[config.mk]
export PLATFORM = sky130hd
export DESIGN_NAME = ptm_front
export DESIGN_NICKNAME = d
export VERILOG_FILES = /design/src/design/ptm_pkg.sv /design/src/design/ptm_front.sv
export SDC_FILE = /design/constraint.sdc
export NUM_CORES = 1
export LEC_CHECK = 0
export BUFFER_PORTS_ARGS = -buffer_cell sky130_fd_sc_hd__buf_2
export CAP_MARGIN = 20
export CORE_ASPECT_RATIO = 0.5
export CORE_MARGIN = 2
export CORE_UTILIZATION = 54
export DETAILED_ROUTE_END_ITERATION = 10
export GPL_ROUTABILITY_DRIVEN = 0
export PLACE_DENSITY = 0.82
export SLEW_MARGIN = 40
export SYNTH_ARGS = -nofsm -noshare
export SYNTH_HDL_FRONTEND = slang
export SYNTH_SLANG_ARGS = --single-unit
[constraint.sdc]
create_clock -name i_clk -period 7.13 [get_ports i_clk]
set_input_delay 1.426 -clock i_clk [delete_from_list [all_inputs] [get_ports i_clk]]
set_output_delay 1.426 -clock i_clk [all_outputs]
set_load 0.005 [all_outputs]
[src/design/ptm_pkg.sv]
// package for the pseudo transverse mass block
// shared constants and cordic angle table; no dependencies
`default_nettype none
package ptm_pkg;
    localparam int MOMENTUM_BITS_DEF = 16;
    localparam int ANGLE_BITS_DEF    = 16;
    localparam int CORDIC_STEPS      = 30;
    localparam logic [31:0] GAIN_Q30 = 32'h26DD3B6A;
    // cordic datapath width: q16 momenta with gain and headroom
    localparam int DW = 56;

    function automatic logic [31:0] atan_lut(input logic [4:0] i);
        case (i)
            5'd0:  atan_lut = 32'h20000000; 5'd1:  atan_lut = 32'h12E4051E;
            5'd2:  atan_lut = 32'h09FB385B; 5'd3:  atan_lut = 32'h051111D4;
            5'd4:  atan_lut = 32'h028B0D43; 5'd5:  atan_lut = 32'h0145D7E1;
            5'd6:  atan_lut = 32'h00A2F61E; 5'd7:  atan_lut = 32'h00517C55;
            5'd8:  atan_lut = 32'h0028BE53; 5'd9:  atan_lut = 32'h00145F2F;
            5'd10: atan_lut = 32'h000A2F98; 5'd11: atan_lut = 32'h000517CC;
            5'd12: atan_lut = 32'h00028BE6; 5'd13: atan_lut = 32'h000145F3;
            5'd14: atan_lut = 32'h0000A2FA; 5'd15: atan_lut = 32'h0000517D;
            5'd16: atan_lut = 32'h000028BE; 5'd17: atan_lut = 32'h0000145F;
            5'd18: atan_lut = 32'h00000A30; 5'd19: atan_lut = 32'h00000518;
            5'd20: atan_lut = 32'h0000028C; 5'd21: atan_lut = 32'h00000146;
            5'd22: atan_lut = 32'h000000A3; 5'd23: atan_lut = 32'h00000051;
            5'd24: atan_lut = 32'h00000029; 5'd25: atan_lut = 32'h00000014;
            5'd26: atan_lut = 32'h0000000A; 5'd27: atan_lut = 32'h00000005;
            5'd28: atan_lut = 32'h00000003; 5'd29: atan_lut = 32'h00000001;
            default: atan_lut = 32'h0;
        endcase
    endfunction
endpackage
`default_nettype wire

[src/design/ptm_front.sv]
// front part: takes requests, widens angles and scales momenta by the cordic gain
// depends on ptm_pkg
`default_nettype none
module ptm_front #(
    parameter int MOMENTUM_BITS = 16,
    parameter int ANGLE_BITS    = 16
) (
    input  wire logic                     i_clk,
    input  wire logic                     i_rst_n,
    input  wire logic                     i_valid,
    output logic                          o_ready,
    input  wire logic [MOMENTUM_BITS-1:0] i_pm,
    input  wire logic [ANGLE_BITS-1:0]    i_am,
    input  wire logic [MOMENTUM_BITS-1:0] i_pn,
    input  wire logic [ANGLE_BITS-1:0]    i_an,
    input  wire logic [MOMENTUM_BITS-1:0] i_pp,
    input  wire logic [ANGLE_BITS-1:0]    i_ap,
    input  wire logic                     i_q_ready,
    output logic                          o_q_valid,
    output logic [ptm_pkg::DW-1:0]        o_xm,
    output logic [31:0]                   o_am,
    output logic [ptm_pkg::DW-1:0]        o_xn,
    output logic [31:0]                   o_an,
    output logic [MOMENTUM_BITS-1:0]      o_pp,
    output logic [31:0]                   o_ap
);
    import ptm_pkg::*;
    localparam int PW = MOMENTUM_BITS + 32;
    logic          r_v;
    logic [PW-1:0] w_pm, w_pn;

    assign o_ready = !r_v || i_q_ready;
    assign w_pm = PW'(i_pm) * PW'(GAIN_Q30);
    assign w_pn = PW'(i_pn) * PW'(GAIN_Q30);

    always_ff @(posedge i_clk) begin
        if (!i_rst_n) begin
            r_v <= 1'b0;
        end else if (o_ready) begin
            r_v <= i_valid;
        end
        if (o_ready && i_valid) begin
            o_xm <= DW'(w_pm >> 14);
            o_xn <= DW'(w_pn >> 14);
            o_am <= {i_am, {(32-ANGLE_BITS){1'b0}}};
            o_an <= {i_an, {(32-ANGLE_BITS){1'b0}}};
            o_ap <= {i_ap, {(32-ANGLE_BITS){1'b0}}};
            o_pp <= i_pp;
        end
    end
    assign o_q_valid = r_v;
endmodule
`default_nettype wire

* Word-level counts from Yosys, hierarchy flattened
Index checks and enable logic that the tools add are counted.
Cells by class: reductions and logical operators 3, multipliers 2
Operators with widths (count):
- 16-bit by 29-bit multiplier with 45-bit output, second input constant | 2
- 1-bit logical AND | 1
- 1-bit zero test | 1
- 1-bit logical OR | 1
Storage, ports and cells: register bits after elaboration 129, input port bits 100, word-level logic and storage cells 12, output and inout bits 226

* Logic depth before layout (Yosys ltp)
word-level depth 3, mapped depth 23, mapped depth without buffers 23

* Worst setup path before layout
Ideal clock, no wire load.
path type input to register, start input i_pm[5], end register o_xm[19] in the netlist's numbering, data pin, data arrival time 6.508 ns, path buffers 0, stages 21, data required time 6.869 ns, setup slack 0.361 ns, library setup time 0.261 ns, cell sequence inv_1 > ha_1 > inv_1 > fa_1 > fa_1 > inv_1 > fa_1 > inv_1 > fa_1 > inv_1 > fa_1 > inv_1 > ha_1 > and4_1 > a221oi_4 > o21bai_2 > o31a_1 > a31o_2 > a21o_1 > a21oi_2 > xnor2_1
On the way: word-level cells in the longest chain between the ends 1
RTL lines:
- start, declared | line ptm_front.sv:12 | input wire logic [MOMENTUM_BITS-1:0] i_pm,
- 16-bit by 29-bit multiplier with 45-bit output | line ptm_front.sv:33 | assign w_pm = PW'(i_pm) * PW'(GAIN_Q30);
- via w_pm[33] | line ptm_front.sv:30 | logic [PW-1:0] w_pm, w_pn;
- end signal, assigned | line ptm_front.sv:43 | o_xm <= DW'(w_pm >> 14);
- end, declared | line ptm_front.sv:20 | output logic [ptm_pkg::DW-1:0] o_xm,
The timed path passes the listed nets, and every way through them passes these cells. A chain may end at the register's enable or synchronous reset.

* Final worst setup path
start input i_pm[13], end register o_xm[31] in the netlist's numbering, data pin
The elaborated chain is that of the path after synthesis.

==> results.md <==
- 24.9% — aggregate global-route resource usage
- 41,200 um — Final HPWL DP
- 5.06 — via density per instance
- 3860 um2 — register area
- 0% — share of synthesized flip-flops with an asynchronous set or reset
- 17.7% — fraction of final layout cells with drive strength greater than 1
- 2,638 — Placed Instances
- input port to flop — Worst Path Class, Setup
- 66 — maximum number of pins on one net before global-route repair
- 536 x sky130_fd_sc_hd__inv_1, 338 x sky130_fd_sc_hd__fa_1, 325 x sky130_fd_sc_hd__ha_1, 229 x sky130_fd_sc_hd__buf_2, 128 x sky130_fd_sc_hd__edfxtp_1 — most frequent cells in the layout
- input port — startpoint type of the worst setup path
- 430 ps — clock latency on the worst-skew pair
- 13,900 um2 — area occupied by multi-input gates
- 145 MHz — fmax
- 0 — number of buffers inserted for hold repair after clock tree synthesis
- 2,672 — number of cells in the finished layout apart from fillers
- 2 — buffer depth of the longest clock path
- 11.0 um2 — Synth Area per Inst
- 0 — ANT nets after route
- finished, final reports clean — outcome
- flop — crit path capture type
- 13,500 — vias after detailed routing
- 0 — number of violations of the max-capacitance limit
- 7050 ps — arrival time worst endpoint
- 0 — number of inserted diodes
- 229 — quantity of I/O buffers inserted on ports
- 60 — synth unique cells
- 38,900 um2 — die area
- 7310 ps — Critical Path RT
- 0 — DRC violation count after routing
- 36,300 um2 — area inside the core boundary
- 17.6 um — routed length per placed instance
- 0 — number of hold violations in the final report
- sky130_fd_sc_hd__inv_1 — most common cell after layout, fill and taps aside
- 60 ps — post-CTS clock slew at the launch and capture registers of the worst setup and hold paths
- 47,000 um — final routed wirelength across all metal layers
- 592 ps — slew at the pin closest to its max-slew limit
- 326 — I/O Pins
- 4 — number of H-tree levels
- 2,797 — filler cell count
- 14,900 — vias in the first global route
- 0 ps — setup TNS
- 17 — number of buffers created by CTS
- yes — clock tree from TritonCTS
- 13.9% — Area Overhead vs Synth
- 277 um — horizontal extent of the die
- 129 — Yosys reg bits
- 6.97 ps — maximum clock skew at final layout
- sky130_fd_sc_hd__edfxtp_1 — Post-synth top flop
- 129 — CTS sink count
- 0 — grt total ovfl
- 20,100 um2 — cell area after synthesis
- 0 — number of slew-limit violations in the final report
- 75,600 um — wire length of the first global-routing pass
- 1,830 — gate count after technology mapping
- 7 — router iterations before antenna repair
- 60.5% — relative slew slack
- 0 — number of antenna violations at the first check in global routing
- 96.4% — final clock period utilization by the worst path
- 0 — YS warnings
- 55.4% — Initial Utilization
- 19.2% — Seq/Total Area, Yosys
- false — unrepaired setup endpoints after global routing
- 9 — critical-path maximum fanout
- 6880 ps — minimum clock period after layout
- 799 — initial drt markers
- 0 — Finish-stage setup viols
- 49 — Row Count
- 2,938 — # nets final
- 140 um — vertical extent of the die
- 128 — number of enable flip-flop cells after synthesis
- sky130_fd_sc_hd__clkbuf_16 — CTS root buffer
- flop to flop — type of the tightest min-delay check
## cells by family after synthesis
group	after synthesis	synth area share, %
adders and majority gates	663	53.8
xor gates and xnor gates	76	3.31
and+or+nand+nor	141	3.50
DFF	129	19.2
buffers and inverters	637	13.7
other	1	0.0186
AOI/OAI and AO/OA	183	6.44
## synth_stat cells (2+ instances only)
library cell,number,area share (%)
sky130_fd_sc_hd__nand2_1,35,0.65
sky130_fd_sc_hd__a41oi_1,2,0.087
sky130_fd_sc_hd__edfxtp_1,128,19
sky130_fd_sc_hd__a21boi_0,3,0.11
sky130_fd_sc_hd__a31oi_1,2,0.062
sky130_fd_sc_hd__xnor2_1,41,1.8
sky130_fd_sc_hd__a211oi_1,4,0.15
sky130_fd_sc_hd__and3_1,7,0.22
sky130_fd_sc_hd__xor2_1,35,1.5
sky130_fd_sc_hd__o2111ai_1,2,0.087
sky130_fd_sc_hd__ha_1,325,20
sky130_fd_sc_hd__nand4b_1,2,0.087
sky130_fd_sc_hd__clkbuf_1,5,0.093
sky130_fd_sc_hd__o211ai_1,4,0.15
sky130_fd_sc_hd__o21ai_0,17,0.42
sky130_fd_sc_hd__buf_4,96,3.6
sky130_fd_sc_hd__nor3_1,5,0.12
sky130_fd_sc_hd__o21a_1,10,0.37
sky130_fd_sc_hd__nor2b_1,8,0.25
sky130_fd_sc_hd__inv_1,536,10
sky130_fd_sc_hd__a211oi_2,2,0.12
sky130_fd_sc_hd__a21o_1,44,1.6
sky130_fd_sc_hd__a22oi_1,2,0.075
sky130_fd_sc_hd__or2_2,8,0.25
sky130_fd_sc_hd__and2_1,3,0.093
sky130_fd_sc_hd__nand4_1,10,0.31
sky130_fd_sc_hd__nand2b_1,10,0.31
sky130_fd_sc_hd__nand3_1,7,0.17
sky130_fd_sc_hd__a21oi_2,4,0.17
sky130_fd_sc_hd__and4_1,5,0.22
sky130_fd_sc_hd__nor2_1,39,0.73
sky130_fd_sc_hd__fa_1,338,34
sky130_fd_sc_hd__o21bai_1,12,0.45
sky130_fd_sc_hd__a21oi_1,53,1.3
## metrics by stage
stage               setup WS [ps]  utilization (%)  hold WS [ps]  cell area [um2]
floorplan                     361                -           537            20500
global placement             -188             61.3           512            22200
detailed placement           -230             61.3           531            22200
CTS                           201             63.0           540            22900
global route                 11.3             63.1           606            22900
finish                        253             63.1           548            22900
## area by class of cell
type | instances | share of cell area (%)
well taps | 484 | 2.64
inverters | 536 | 8.78
repair buffers | 332 | 8.48
clock buffers | 17 | 1.86
flip-flops and latches | 129 | 16.9
clock inverters | 15 | 0.852
multi-input cells | 1159 | 60.5
## per-layer routing
metal / GRT usage, % / vias to the layer above / share of wire [%]
met4: 9.95 / 0 / 3.9
met3: 3.30 / 129 / 5.7
met5: 0 / - / 0
met1: 30.0 / 6672 / 39
li1: - / 6227 / -
met2: 45.6 / 497 / 52
## what timing repair did
item	in CTS	in global routing
buffers inserted	0	0
setup endpoints to repair	0	2
gates resized for setup	0	2
## critical path, stage by stage
cell and delay (ps):
sky130_fd_sc_hd__buf_2 270, sky130_fd_sc_hd__ha_1 310, sky130_fd_sc_hd__xor2_1 420, sky130_fd_sc_hd__ha_1 330, sky130_fd_sc_hd__inv_1 100, sky130_fd_sc_hd__fa_1 440, sky130_fd_sc_hd__inv_1 100, sky130_fd_sc_hd__fa_1 430
sky130_fd_sc_hd__fa_1 500, sky130_fd_sc_hd__inv_1 50, sky130_fd_sc_hd__fa_1 470, sky130_fd_sc_hd__inv_1 40, sky130_fd_sc_hd__ha_1 310, sky130_fd_sc_hd__a21o_1 170, sky130_fd_sc_hd__a21o_1 170, sky130_fd_sc_hd__a21oi_1 170
sky130_fd_sc_hd__nor2b_1 110, sky130_fd_sc_hd__nor4b_1 310, sky130_fd_sc_hd__buf_4 180, sky130_fd_sc_hd__a21oi_2 60, sky130_fd_sc_hd__a311o_1 380, sky130_fd_sc_hd__a31oi_1 210, sky130_fd_sc_hd__xnor2_1 80
## path summary, 6_finish.rpt
path	from	end	slack, ps	cells past startpoint
worst max register to register	o_q_valid	o_am[25]	5210	4
worst max-delay path	i_pm[13]	o_xm[31]	250	23
worst min-delay path	o_q_valid	o_q_valid	550	2
worst min register to register	o_q_valid	o_q_valid	550	2
## sequential cells by signal, summed over array words and instances (netlist names)
register	cells
o_ap	16
o_xn	32
o_pp	16
o_an	16
o_q_valid	1
o_am	16
o_xm	32
Power is left out: the tool's default activity adds up to more than one toggle a clock period on the data nets, which glitch-free logic cannot reach.
